## src/sv/ptsd_pkg.sv

```systemverilog
// Shared types, widths and register codes for the PID-to-servo-duty block.
package ptsd_pkg;

  // Defaults for the top-level parameters.
  localparam int ERROR_BITS_DEF     = 13;
  localparam int GAIN_FRAC_BITS_DEF = 16;

  // Fixed field widths.
  localparam int GAIN_W    = 24;
  localparam int LIMIT_W   = 15;
  localparam int PWM_W     = 16;
  localparam int CTL_W     = 16;
  localparam int CFG_W     = 24;
  localparam int CFG_IDX_W = 3;

  // Duty divider: a 16-bit quotient, two bits per cycle.
  localparam int QUO_BITS       = 16;
  localparam int DIV_RADIX_BITS = 2;
  localparam int DIV_STEPS      = QUO_BITS / DIV_RADIX_BITS;
  localparam int DIV_CNT_W      = $clog2(DIV_STEPS);

  // Register indexes on the configuration port.
  localparam logic [CFG_IDX_W-1:0] REG_GAIN_P     = 3'd0;
  localparam logic [CFG_IDX_W-1:0] REG_GAIN_I     = 3'd1;
  localparam logic [CFG_IDX_W-1:0] REG_GAIN_D     = 3'd2;
  localparam logic [CFG_IDX_W-1:0] REG_PID_LIMIT  = 3'd3;
  localparam logic [CFG_IDX_W-1:0] REG_PWM_MIN    = 3'd4;
  localparam logic [CFG_IDX_W-1:0] REG_PWM_MAX    = 3'd5;
  localparam logic [CFG_IDX_W-1:0] REG_DUTY_FLOOR = 3'd6;
  localparam logic [CFG_IDX_W-1:0] REG_DUTY_CEIL  = 3'd7;

  // Register values after reset.
  localparam logic [GAIN_W-1:0]  RST_GAIN_P     = 24'd655;
  localparam logic [GAIN_W-1:0]  RST_GAIN_I     = 24'd45875;
  localparam logic [GAIN_W-1:0]  RST_GAIN_D     = 24'd45875;
  localparam logic [LIMIT_W-1:0] RST_PID_LIMIT  = 15'd1000;
  localparam logic [PWM_W-1:0]   RST_PWM_MIN    = 16'd1200;
  localparam logic [PWM_W-1:0]   RST_PWM_MAX    = 16'd2400;
  localparam logic [PWM_W-1:0]   RST_DUTY_FLOOR = 16'd1200;
  localparam logic [PWM_W-1:0]   RST_DUTY_CEIL  = 16'd2400;

  typedef struct packed {
    logic [GAIN_W-1:0]  gain_p;
    logic [GAIN_W-1:0]  gain_i;
    logic [GAIN_W-1:0]  gain_d;
    logic [LIMIT_W-1:0] pid_limit;
    logic [PWM_W-1:0]   pwm_min;
    logic [PWM_W-1:0]   pwm_max;
    logic [PWM_W-1:0]   duty_floor;
    logic [PWM_W-1:0]   duty_ceil;
  } cfg_t;

  // Operand pair fed to the shared multiplier.
  typedef enum logic [2:0] {
    MUL_P,
    MUL_I,
    MUL_D,
    MUL_LO,
    MUL_HI
  } mul_sel_t;

  // What the accumulator does with the registered product.
  typedef enum logic [2:0] {
    ACC_HOLD,
    ACC_CLR,
    ACC_ADD,
    ACC_ADD2,
    ACC_ADD_SHR
  } acc_op_t;

  typedef struct packed {
    logic     capture;
    mul_sel_t mul_sel;
    acc_op_t  acc_op;
    logic     clamp_load;
    logic     div_init;
    logic     div_step;
    logic     out_load;
  } cmd_t;

endpackage

```

## src/sv/ptsd_regs.sv

```systemverilog
// Configuration register file of the PID-to-servo-duty block.
module ptsd_regs (
  input  logic                            clk,
  input  logic                            rst,
  input  logic                            cfg_we,
  input  logic [ptsd_pkg::CFG_IDX_W-1:0]  cfg_index,
  input  logic [ptsd_pkg::CFG_W-1:0]      cfg_data,
  output ptsd_pkg::cfg_t                  cfg
);

  always_ff @(posedge clk) begin
    if (rst) begin
      cfg.gain_p     <= ptsd_pkg::RST_GAIN_P;
      cfg.gain_i     <= ptsd_pkg::RST_GAIN_I;
      cfg.gain_d     <= ptsd_pkg::RST_GAIN_D;
      cfg.pid_limit  <= ptsd_pkg::RST_PID_LIMIT;
      cfg.pwm_min    <= ptsd_pkg::RST_PWM_MIN;
      cfg.pwm_max    <= ptsd_pkg::RST_PWM_MAX;
      cfg.duty_floor <= ptsd_pkg::RST_DUTY_FLOOR;
      cfg.duty_ceil  <= ptsd_pkg::RST_DUTY_CEIL;
    end else if (cfg_we) begin
      // Bits above a register's width are dropped.
      case (cfg_index)
        ptsd_pkg::REG_GAIN_P:     cfg.gain_p     <= cfg_data[ptsd_pkg::GAIN_W-1:0];
        ptsd_pkg::REG_GAIN_I:     cfg.gain_i     <= cfg_data[ptsd_pkg::GAIN_W-1:0];
        ptsd_pkg::REG_GAIN_D:     cfg.gain_d     <= cfg_data[ptsd_pkg::GAIN_W-1:0];
        ptsd_pkg::REG_PID_LIMIT:  cfg.pid_limit  <= cfg_data[ptsd_pkg::LIMIT_W-1:0];
        ptsd_pkg::REG_PWM_MIN:    cfg.pwm_min    <= cfg_data[ptsd_pkg::PWM_W-1:0];
        ptsd_pkg::REG_PWM_MAX:    cfg.pwm_max    <= cfg_data[ptsd_pkg::PWM_W-1:0];
        ptsd_pkg::REG_DUTY_FLOOR: cfg.duty_floor <= cfg_data[ptsd_pkg::PWM_W-1:0];
        ptsd_pkg::REG_DUTY_CEIL:  cfg.duty_ceil  <= cfg_data[ptsd_pkg::PWM_W-1:0];
        default: ;
      endcase
    end
  end

endmodule

```

## src/sv/ptsd_ctrl.sv

```systemverilog
// Sequencing state machine of the PID-to-servo-duty block.
module ptsd_ctrl (
  input  logic           clk,
  input  logic           rst,
  input  logic           in_valid,
  output logic           in_stall,
  output logic           out_valid,
  input  logic           out_stall,
  output ptsd_pkg::cmd_t cmd
);

  typedef enum logic [3:0] {
    S_IDLE,
    S_MUL_P,
    S_MUL_I,
    S_MUL_D,
    S_ACC_D,
    S_CLAMP,
    S_MUL_LO,
    S_MUL_HI,
    S_ACC_HI,
    S_DIV_PREP,
    S_DIV,
    S_FIN
  } state_t;

  state_t                          state;
  logic [ptsd_pkg::DIV_CNT_W-1:0]  div_cnt;
  logic                            out_free;

  assign in_stall = rst || (state != S_IDLE);
  assign out_free = !out_valid || !out_stall;

  always_comb begin
    cmd            = '0;
    cmd.mul_sel    = ptsd_pkg::MUL_P;
    cmd.acc_op     = ptsd_pkg::ACC_HOLD;
    case (state)
      S_IDLE:     cmd.capture = in_valid;
      S_MUL_P: begin
        cmd.mul_sel = ptsd_pkg::MUL_P;
        cmd.acc_op  = ptsd_pkg::ACC_CLR;
      end
      S_MUL_I: begin
        cmd.mul_sel = ptsd_pkg::MUL_I;
        cmd.acc_op  = ptsd_pkg::ACC_ADD2;
      end
      S_MUL_D: begin
        cmd.mul_sel = ptsd_pkg::MUL_D;
        cmd.acc_op  = ptsd_pkg::ACC_ADD;
      end
      S_ACC_D:    cmd.acc_op = ptsd_pkg::ACC_ADD2;
      S_CLAMP:    cmd.clamp_load = 1'b1;
      S_MUL_LO: begin
        cmd.mul_sel  = ptsd_pkg::MUL_LO;
        cmd.acc_op   = ptsd_pkg::ACC_CLR;
      end
      S_MUL_HI: begin
        cmd.mul_sel = ptsd_pkg::MUL_HI;
        cmd.acc_op  = ptsd_pkg::ACC_ADD_SHR;
      end
      S_ACC_HI:   cmd.acc_op = ptsd_pkg::ACC_ADD;
      S_DIV_PREP: cmd.div_init = 1'b1;
      S_DIV:      cmd.div_step = 1'b1;
      S_FIN:      cmd.out_load = out_free;
      default: ;
    endcase
  end

  always_ff @(posedge clk) begin
    if (rst) begin
      state     <= S_IDLE;
      div_cnt   <= '0;
      out_valid <= 1'b0;
    end else begin
      if (cmd.out_load) begin
        out_valid <= 1'b1;
      end else if (out_valid && !out_stall) begin
        out_valid <= 1'b0;
      end
      case (state)
        S_IDLE:     if (in_valid) state <= S_MUL_P;
        S_MUL_P:    state <= S_MUL_I;
        S_MUL_I:    state <= S_MUL_D;
        S_MUL_D:    state <= S_ACC_D;
        S_ACC_D:    state <= S_CLAMP;
        S_CLAMP:    state <= S_MUL_LO;
        S_MUL_LO:   state <= S_MUL_HI;
        S_MUL_HI:   state <= S_ACC_HI;
        S_ACC_HI:   state <= S_DIV_PREP;
        S_DIV_PREP: begin
          div_cnt <= '0;
          state   <= S_DIV;
        end
        S_DIV: begin
          if (div_cnt == ptsd_pkg::DIV_CNT_W'(ptsd_pkg::DIV_STEPS - 1)) begin
            state <= S_FIN;
          end else begin
            div_cnt <= div_cnt + 1'b1;
          end
        end
        S_FIN: begin
          if (out_free) begin
            state <= S_IDLE;
          end
        end
        default:    state <= S_IDLE;
      endcase
    end
  end

endmodule

```

## src/sv/ptsd_dp.sv

```systemverilog
// Datapath of the PID-to-servo-duty block: shared multiplier, accumulator,
// clamp, duty divider and output registers.
module ptsd_dp #(
  parameter int ERROR_BITS     = ptsd_pkg::ERROR_BITS_DEF,
  parameter int GAIN_FRAC_BITS = ptsd_pkg::GAIN_FRAC_BITS_DEF
) (
  input  logic                                clk,
  input  logic                                rst,
  input  ptsd_pkg::cfg_t                      cfg,
  input  ptsd_pkg::cmd_t                      cmd,
  input  logic signed [ERROR_BITS-1:0]        height_error,
  output logic        [ptsd_pkg::PWM_W-1:0]   servo_duty,
  output logic signed [ptsd_pkg::CTL_W-1:0]   clamped_control
);

  localparam int F   = GAIN_FRAC_BITS;
  localparam int LW  = ptsd_pkg::LIMIT_W;
  localparam int QB  = ptsd_pkg::QUO_BITS;
  localparam int MA  = (ptsd_pkg::GAIN_W + 1 > F + 3) ? ptsd_pkg::GAIN_W + 1 : F + 3;
  localparam int MB  = (ERROR_BITS + 1 > ptsd_pkg::PWM_W + 1) ?
                       ERROR_BITS + 1 : ptsd_pkg::PWM_W + 1;
  localparam int PW  = MA + MB;
  localparam int AW  = ERROR_BITS + ptsd_pkg::GAIN_W + 4;
  localparam int WW  = F + LW + 2;
  localparam int LSW = WW + 1;
  localparam int VW  = ((AW > LSW) ? AW : LSW) + 1;
  localparam int SH  = F + 2;
  localparam int DW  = ptsd_pkg::PWM_W + 2;

  logic signed [ERROR_BITS-1:0]   e_cur;
  logic signed [ERROR_BITS-1:0]   last_error;
  logic signed [ERROR_BITS:0]     e_sum;
  logic signed [ERROR_BITS:0]     e_diff;
  logic signed [ptsd_pkg::PWM_W:0] span;
  logic signed [MA-1:0]           mul_a;
  logic signed [MB-1:0]           mul_b;
  logic signed [PW-1:0]           prod;
  logic signed [AW-1:0]           acc;
  logic signed [VW-1:0]           lim;
  logic signed [VW-1:0]           lim2;
  logic signed [VW-1:0]           t_off;
  logic        [WW-1:0]           w;
  logic        [WW-1:0]           w_next;
  logic signed [VW-1:0]           v_cl;
  logic signed [VW-1:0]           v_fl;
  logic signed [ptsd_pkg::CTL_W-1:0] ctl;
  logic signed [AW-1:0]           mag;
  logic                           neg;
  logic        [LW-1:0]           rem;
  logic        [QB-1:0]           quo;
  logic        [LW-1:0]           rem_next;
  logic        [QB-1:0]           quo_next;
  logic signed [DW-1:0]           quo_s;
  logic signed [DW-1:0]           duty_q;
  logic signed [DW-1:0]           duty_s;
  logic        [ptsd_pkg::PWM_W-1:0] duty;

  assign e_sum  = (ERROR_BITS + 1)'(e_cur) + (ERROR_BITS + 1)'(last_error);
  assign e_diff = (ERROR_BITS + 1)'(e_cur) - (ERROR_BITS + 1)'(last_error);
  assign span   = $signed({1'b0, cfg.pwm_max}) - $signed({1'b0, cfg.pwm_min});

  // Operand selection for the shared multiplier.
  always_comb begin
    case (cmd.mul_sel)
      ptsd_pkg::MUL_P: begin
        mul_a = MA'($signed({1'b0, cfg.gain_p}));
        mul_b = MB'(e_cur);
      end
      ptsd_pkg::MUL_I: begin
        mul_a = MA'($signed({1'b0, cfg.gain_i}));
        mul_b = MB'(e_sum);
      end
      ptsd_pkg::MUL_D: begin
        mul_a = MA'($signed({1'b0, cfg.gain_d}));
        mul_b = MB'(e_diff);
      end
      ptsd_pkg::MUL_LO: begin
        mul_a = MA'($signed({1'b0, w[SH-1:0]}));
        mul_b = MB'(span);
      end
      ptsd_pkg::MUL_HI: begin
        mul_a = MA'($signed({1'b0, w[WW-1:SH]}));
        mul_b = MB'(span);
      end
      default: begin
        mul_a = '0;
        mul_b = '0;
      end
    endcase
  end

  // The clamp works on w = v + lim, which must land in [0, 2*lim].
  assign lim   = VW'($signed({1'b0, cfg.pid_limit})) <<< (F + 1);
  assign lim2  = lim <<< 1;
  assign t_off = lim - VW'(acc);

  always_comb begin
    if (t_off < 0) begin
      w_next = '0;
    end else if (t_off > lim2) begin
      w_next = lim2[WW-1:0];
    end else begin
      w_next = t_off[WW-1:0];
    end
  end

  // Integer part of the clamped signal, truncated toward zero.
  assign v_cl = VW'($signed({1'b0, w})) - lim;
  assign v_fl = v_cl >>> (F + 1);
  assign ctl  = ptsd_pkg::CTL_W'(v_fl +
                VW'($signed({1'b0, (v_cl < 0) && (|v_cl[F:0])})));

  assign neg = acc[AW-1];
  assign mag = neg ? -acc : acc;

  // Two restoring divide steps per cycle.
  always_comb begin
    logic [LW:0] trial;
    logic        qbit;
    rem_next = rem;
    quo_next = quo;
    for (int i = 0; i < ptsd_pkg::DIV_RADIX_BITS; i++) begin
      trial = {rem_next, quo_next[QB-1]};
      qbit  = (trial >= {1'b0, cfg.pid_limit});
      if (qbit) begin
        rem_next = LW'(trial - {1'b0, cfg.pid_limit});
      end else begin
        rem_next = trial[LW-1:0];
      end
      quo_next = {quo_next[QB-2:0], qbit};
    end
  end

  // Floor of the signed quotient, then offset and duty clamp.
  assign quo_s = $signed({2'b00, quo});

  always_comb begin
    if (!neg) begin
      duty_q = quo_s;
    end else if (rem != '0) begin
      duty_q = ~quo_s;
    end else begin
      duty_q = -quo_s;
    end
    if (cfg.pid_limit == '0) begin
      duty_s = $signed({2'b00, cfg.pwm_min});
    end else begin
      duty_s = duty_q + $signed({2'b00, cfg.pwm_min});
    end
    if (duty_s > $signed({2'b00, cfg.duty_ceil})) begin
      duty = cfg.duty_ceil;
    end else if (duty_s < $signed({2'b00, cfg.duty_floor})) begin
      duty = cfg.duty_floor;
    end else begin
      duty = duty_s[ptsd_pkg::PWM_W-1:0];
    end
  end

  always_ff @(posedge clk) begin
    if (rst) begin
      last_error <= '0;
    end else if (cmd.out_load) begin
      last_error <= e_cur;
    end
  end

  always_ff @(posedge clk) begin
    if (cmd.capture) begin
      e_cur <= height_error;
    end
    prod <= mul_a * mul_b;
    case (cmd.acc_op)
      ptsd_pkg::ACC_CLR:     acc <= '0;
      ptsd_pkg::ACC_ADD:     acc <= acc + AW'(prod);
      ptsd_pkg::ACC_ADD2:    acc <= acc + (AW'(prod) <<< 1);
      ptsd_pkg::ACC_ADD_SHR: acc <= acc + AW'(prod >>> SH);
      default: ;
    endcase
    if (cmd.clamp_load) begin
      w <= w_next;
    end
    if (cmd.div_init) begin
      rem <= mag[QB+LW-1:QB];
      quo <= mag[QB-1:0];
    end else if (cmd.div_step) begin
      rem <= rem_next;
      quo <= quo_next;
    end
    // Both result fields change only when a new beat is loaded, so a
    // stalled beat holds still.
    if (cmd.out_load) begin
      servo_duty      <= duty;
      clamped_control <= ctl;
    end
  end

endmodule

```

## src/sv/pid_to_servo_duty.sv

```systemverilog
// Top level of the PID-to-servo-duty block: registers, controller and datapath.
//
// The block turns a stream of signed height error samples into servo duty
// values. Each input beat carries one error sample on height_error; each
// output beat carries the clamped integer duty on servo_duty and the integer
// part of the inverted, clamped control signal on clamped_control.
// Both channels move a beat at a rising edge where valid is high and stall is
// low. The block takes one sample at a time: in_stall is low only while the
// sequencer is idle and out of reset. Each sample is worked through the
// single shared multiplier (five products, each followed by an accumulate)
// and the duty divider, which resolves two quotient bits per cycle.
// A finished result sits in the output register; if the receiver stalls,
// the next sample is still accepted and computed, and the sequencer holds
// it in its final step until the output register is free.
// Configuration writes through cfg_we/cfg_index/cfg_data take effect at the
// next edge and should be made only while the block is idle.
// Synchronous reset restores the default gains and limits, clears the stored
// previous error to zero and empties the output register.
module pid_to_servo_duty #(
  parameter int ERROR_BITS     = ptsd_pkg::ERROR_BITS_DEF,
  parameter int GAIN_FRAC_BITS = ptsd_pkg::GAIN_FRAC_BITS_DEF
) (
  input  logic                               clk,
  input  logic                               rst,
  input  logic                               in_valid,
  output logic                               in_stall,
  input  logic signed [ERROR_BITS-1:0]       height_error,
  output logic                               out_valid,
  input  logic                               out_stall,
  output logic        [ptsd_pkg::PWM_W-1:0]  servo_duty,
  output logic signed [ptsd_pkg::CTL_W-1:0]  clamped_control,
  input  logic                               cfg_we,
  input  logic [ptsd_pkg::CFG_IDX_W-1:0]     cfg_index,
  input  logic [ptsd_pkg::CFG_W-1:0]         cfg_data
);

  ptsd_pkg::cfg_t cfg;
  ptsd_pkg::cmd_t cmd;

  // Gains, limits and the duty map, all software-written.
  ptsd_regs u_regs (
    .clk       (clk),
    .rst       (rst),
    .cfg_we    (cfg_we),
    .cfg_index (cfg_index),
    .cfg_data  (cfg_data),
    .cfg       (cfg)
  );

  // The sequencer steps one sample through the datapath and owns the
  // handshakes on both channels.
  ptsd_ctrl u_ctrl (
    .clk       (clk),
    .rst       (rst),
    .in_valid  (in_valid),
    .in_stall  (in_stall),
    .out_valid (out_valid),
    .out_stall (out_stall),
    .cmd       (cmd)
  );

  // The PID sum is built exactly in fixed point, scaled by two to the power of
  // the gain fraction bits plus one, so the halving of the error average is
  // exact. Only the final duty is floored.
  ptsd_dp #(
    .ERROR_BITS     (ERROR_BITS),
    .GAIN_FRAC_BITS (GAIN_FRAC_BITS)
  ) u_dp (
    .clk             (clk),
    .rst             (rst),
    .cfg             (cfg),
    .cmd             (cmd),
    .height_error    (height_error),
    .servo_duty      (servo_duty),
    .clamped_control (clamped_control)
  );

endmodule
```

## config.mk

```make
export PLATFORM = sky130hd
export DESIGN_NAME = pid_to_servo_duty
export DESIGN_NICKNAME = d
export VERILOG_FILES = /design/src/sv/ptsd_pkg.sv /design/src/sv/ptsd_regs.sv /design/src/sv/ptsd_ctrl.sv /design/src/sv/ptsd_dp.sv /design/src/sv/pid_to_servo_duty.sv
export SDC_FILE = /design/constraint.sdc
export NUM_CORES = 2
export LEC_CHECK = 0
export BUFFER_PORTS_ARGS = -buffer_cell sky130_fd_sc_hd__clkbuf_2
export CAP_MARGIN = 20
export CORE_ASPECT_RATIO = 0.5
export CORE_UTILIZATION = 59
export DETAILED_ROUTE_END_ITERATION = 16
export PLACE_DENSITY = 0.82
export SETUP_SLACK_MARGIN = 0.2
export SYNTH_ARGS = -nofsm -noshare
export SYNTH_HDL_FRONTEND = slang
export SYNTH_HIERARCHICAL = 1
export SYNTH_SLANG_ARGS = --single-unit
```

## constraint.sdc

```tcl
create_clock -name clk -period 9.55 [get_ports clk]
set_input_delay 0.955 -clock clk [delete_from_list [all_inputs] [get_ports clk]]
set_output_delay 0.955 -clock clk [all_outputs]
set_load 0.01 [all_outputs]
```

==> metrics.md <==
| Metric | Value |
|---|---|
| Die W | 377 µm |
| Sequential cell area fraction in the yosys report | 0.212 |
| Slowest CP cell | fa_1 |
| Clock Sinks | ~360 |
| Initial antenna violation count | 4 |
| # setup viols final | 0 |
| Synthesized area per cell | about 8.8 µm² |
| Global-route wire length before repair | 200000 µm |
| RSZ-0062 raised after global routing | no |
| Ys async rst share | 0 |
| Final hold vios | 0 |
| Wire per inst | about 23 µm |
| Max clock buf depth | 3 |
| DRC | 0 |
| Clock Skews | around 0.03 ns |
| CTS tree | done |
| EDFF count, synth | 150 |
| Syn. warnings | 6 |
| Outcome | completed |
| Pins Over Slew Limit | 0 |
| Die footprint | approximately 0.071 mm² |
| Fmax | 112 MHz |
| Dpl cell area | ~0.043 mm² |
| Share of the synthesized area in the top cell type | 0.163 |
| Clock Tree Root | clkbuf_16 |
| IO buf count | slightly below 80 |
| Most frequent CP cell | fa_1 |
| CTS Hold Bufs | 0 |
| Worst EP arrival | between 9 and 10 ns |
| CP endpoint kind | flop |
| Dominant synthesized flop cell | dfxtp_1 |
| Clock transition at path regs | ~0.070 ns |
| Critical Path Fanout Max | 9 |
| Core Region | 0.0693 mm² |
| DR vias/cell | 6.23 |
| FP Rows | 68 |
| Grt ovf | 0 |
| H-tree levels | 2 |
| Setup TNS | 0 ns |
| Startpoint types | flop |
| WHS | between 0.4 and 0.5 ns |
| Largest cells by area after synthesis | fa_1 (16%), ha_1 (12%), edfxtp_1 (11%) |
| Synth Net Count | 5500 |
| RePlAce Congestion | 1.00 |
| Tmin final | just under 9 ns |
| Max-cap viol count | 0 |
| CTS buffer count | 39 |
| Total Routing Usage GR | 0.362 |
| Dpl hpwl | between 100000 and 150000 µm |
| Synth cell types | between 100 and 150 |
| Yosys top cell by area | fa_1 |
| Worst skew pair latency | between 0.6 and 0.7 ns |
| Routed WL | between 100000 and 150000 µm |
| I/O Pins | 79 |
| Worst slew margin | 0.219 |
| Post-synthesis cell count | 4725 |
| Filler instances | roughly 5800 |
| Worst-Margin Slew | around 1.2 ns |
| Hold Crit Class | reg -> reg |
| Area taken by multi-input logic gates | roughly 0.03 mm² |
| Critical setup path kind | reg -> reg |
| Synthesis-stage register bit count | roughly 360 |
| Largest net degree at the start of global routing | between 100 and 150 |
| Initial core utilization | 0.599 |
| Initial drt markers | 3875 |
| First-pass DRT Iterations | 7 |
| Register area | slightly below 0.009 mm² |
| Area Growth Syn to Fin | 8.00% |
| Fin area | 0.0448 mm² |
| Max stage delay on crit path | between 0.5 and 0.6 ns |
| Nets@finish | about 5500 |
| Worst path required time | 10.03 ns |
| Post-Syn Area | just over 0.04 mm² |
| Final ANT Viol Nets | 0 |
| Layout cell share with drive strength beyond 1 | 0.0795 |
| Detailed-route via count | approximately 36000 |
| Vias in the first global route | approximately 35000 |
| Final Cycle Share | 0.937 |
| Die height | about 190 µm |
-- critical path, delay by kind of cell, from the launching register on --
kind / cells / cell delay [ns]
AND/OR/NAND/NOR: 1 / 0.27
adder cells (fa/ha/maj): 8 / 3.98
XOR/XNOR: 1 / 0.13
AO/OA/AOI/OAI: 17 / 3.03
buffers and inverters: 6 / 0.66
multiplexers: 1 / 0.29
flip-flops: 1 / 0.46
-- final cells by class --
cell class / count / area share
clock buffers: 56 / 0.0265
repair buffers: 187 / 0.0288
diodes: 3 / 0.000168
well taps: 945 / 0.0264
clock inverters: 16 / 0.00349
multi-input cells: 3621 / 0.672
inverters: 551 / 0.0462
flip-flops and latches: 364 / 0.196
-- path summary, 6_finish.rpt --
path              cells after the start             from  slack, ns               to
setup / recovery                     34    u_dp/e_cur[1]       0.60    u_dp/prod[41]
hold / removal                        2  u_regs/cfg[122]       0.48  u_regs/cfg[122]
setup reg to reg                     34    u_dp/e_cur[1]       0.60    u_dp/prod[41]
hold reg to reg                       2  u_regs/cfg[122]       0.48  u_regs/cfg[122]
-- cells in the final DEF, fill, tap and decap left out, types with 25 or more instances in the layout --
master	instances
a211oi_1	25
a21o_1	120
a21oi_1	273
and2_1	32
and3_1	28
buf_4	103
clkbuf_16	45
clkbuf_2	78
dfxtp_1	212
edfxtp_1	150
fa_1	338
ha_1	392
inv_1	550
mux2_2	32
mux2i_1	259
nand2_1	363
nand2b_1	179
nand3_1	82
nand4_1	36
nor2_1	397
nor2b_1	36
nor3_1	71
nor4_1	29
o21a_1	43
o21ai_0	193
o21bai_1	39
o22ai_1	49
xnor2_1	160
xor2_1	90
-- cell families after synthesis --
group,Yosys count,share of synthesized area
multiplexers,300,0.0742
AO/OA/AOI/OAI,984,0.153
flip-flops,364,0.212
buffers and inverters,740,0.0693
adder cells (fa/ha/maj),730,0.281
AND/OR/NAND/NOR,1355,0.157
XOR/XNOR,252,0.0535
-- routing by layer --
| metal | routed length, µm | vias to the layer above | GRT usage |
|---|---|---|---|
| met2 | 55400 | 1769 | 0.542 |
| met4 | 4500 | 4 | 0.116 |
| li1 | - | 16306 | - |
| met3 | 16100 | 311 | 0.0961 |
| met1 | 54100 | 17374 | 0.508 |
| met5 | 120 | - | 0 |
-- cell usage after synthesis, drive strengths merged (33+ instances only) --
| cell type | number |
|---|---|
| xnor2 | 161 |
| nand2b | 180 |
| mux2 | 39 |
| a21o | 120 |
| o21a | 43 |
| buf | 53 |
| clkbuf | 136 |
| and2 | 33 |
| xor2 | 90 |
| inv | 551 |
| edfxtp | 150 |
| nor2b | 36 |
| mux2i | 259 |
| nand2 | 365 |
| o22ai | 49 |
| o21bai | 39 |
| nand3 | 84 |
| nor2 | 402 |
| dfxtp | 214 |
| ha | 392 |
| o21ai | 209 |
| a21oi | 281 |
| nand4 | 37 |
| nor3 | 72 |
| fa | 338 |
-- through the flow --
| stage | utilization | instances | setup WS (ns) |
|---|---|---|---|
| after detailed placement | 0.624 | 5660 | 0.0958 |
| after global placement | 0.624 | 5660 | 0.224 |
| after floorplan | - | 4725 | 0.615 |
| final | 0.647 | 5743 | 0.599 |
| after global routing | 0.647 | 5743 | 0.201 |
| after CTS | 0.644 | 5732 | 0.212 |
-- flip-flops by register name (all words and copies together), names as in the netlist, 15 cells and up --
register / count
u_dp/rem: 15
u_dp/quo: 16
u_dp/servo_duty: 16
u_regs/cfg: 151
u_dp/acc: 41
u_dp/w: 33
u_dp/prod: 42
u_dp/clamped_control: 16
-- repair_timing --
item,CTS,global route
gates resized for setup,4,45
buffers inserted,0,6
setup endpoints to repair,2,17
pin swaps,0,11
cloned,0,1
Power is left out: the tool's default activity adds up to more than one toggle a clock period on the data nets, which glitch-free logic cannot reach.
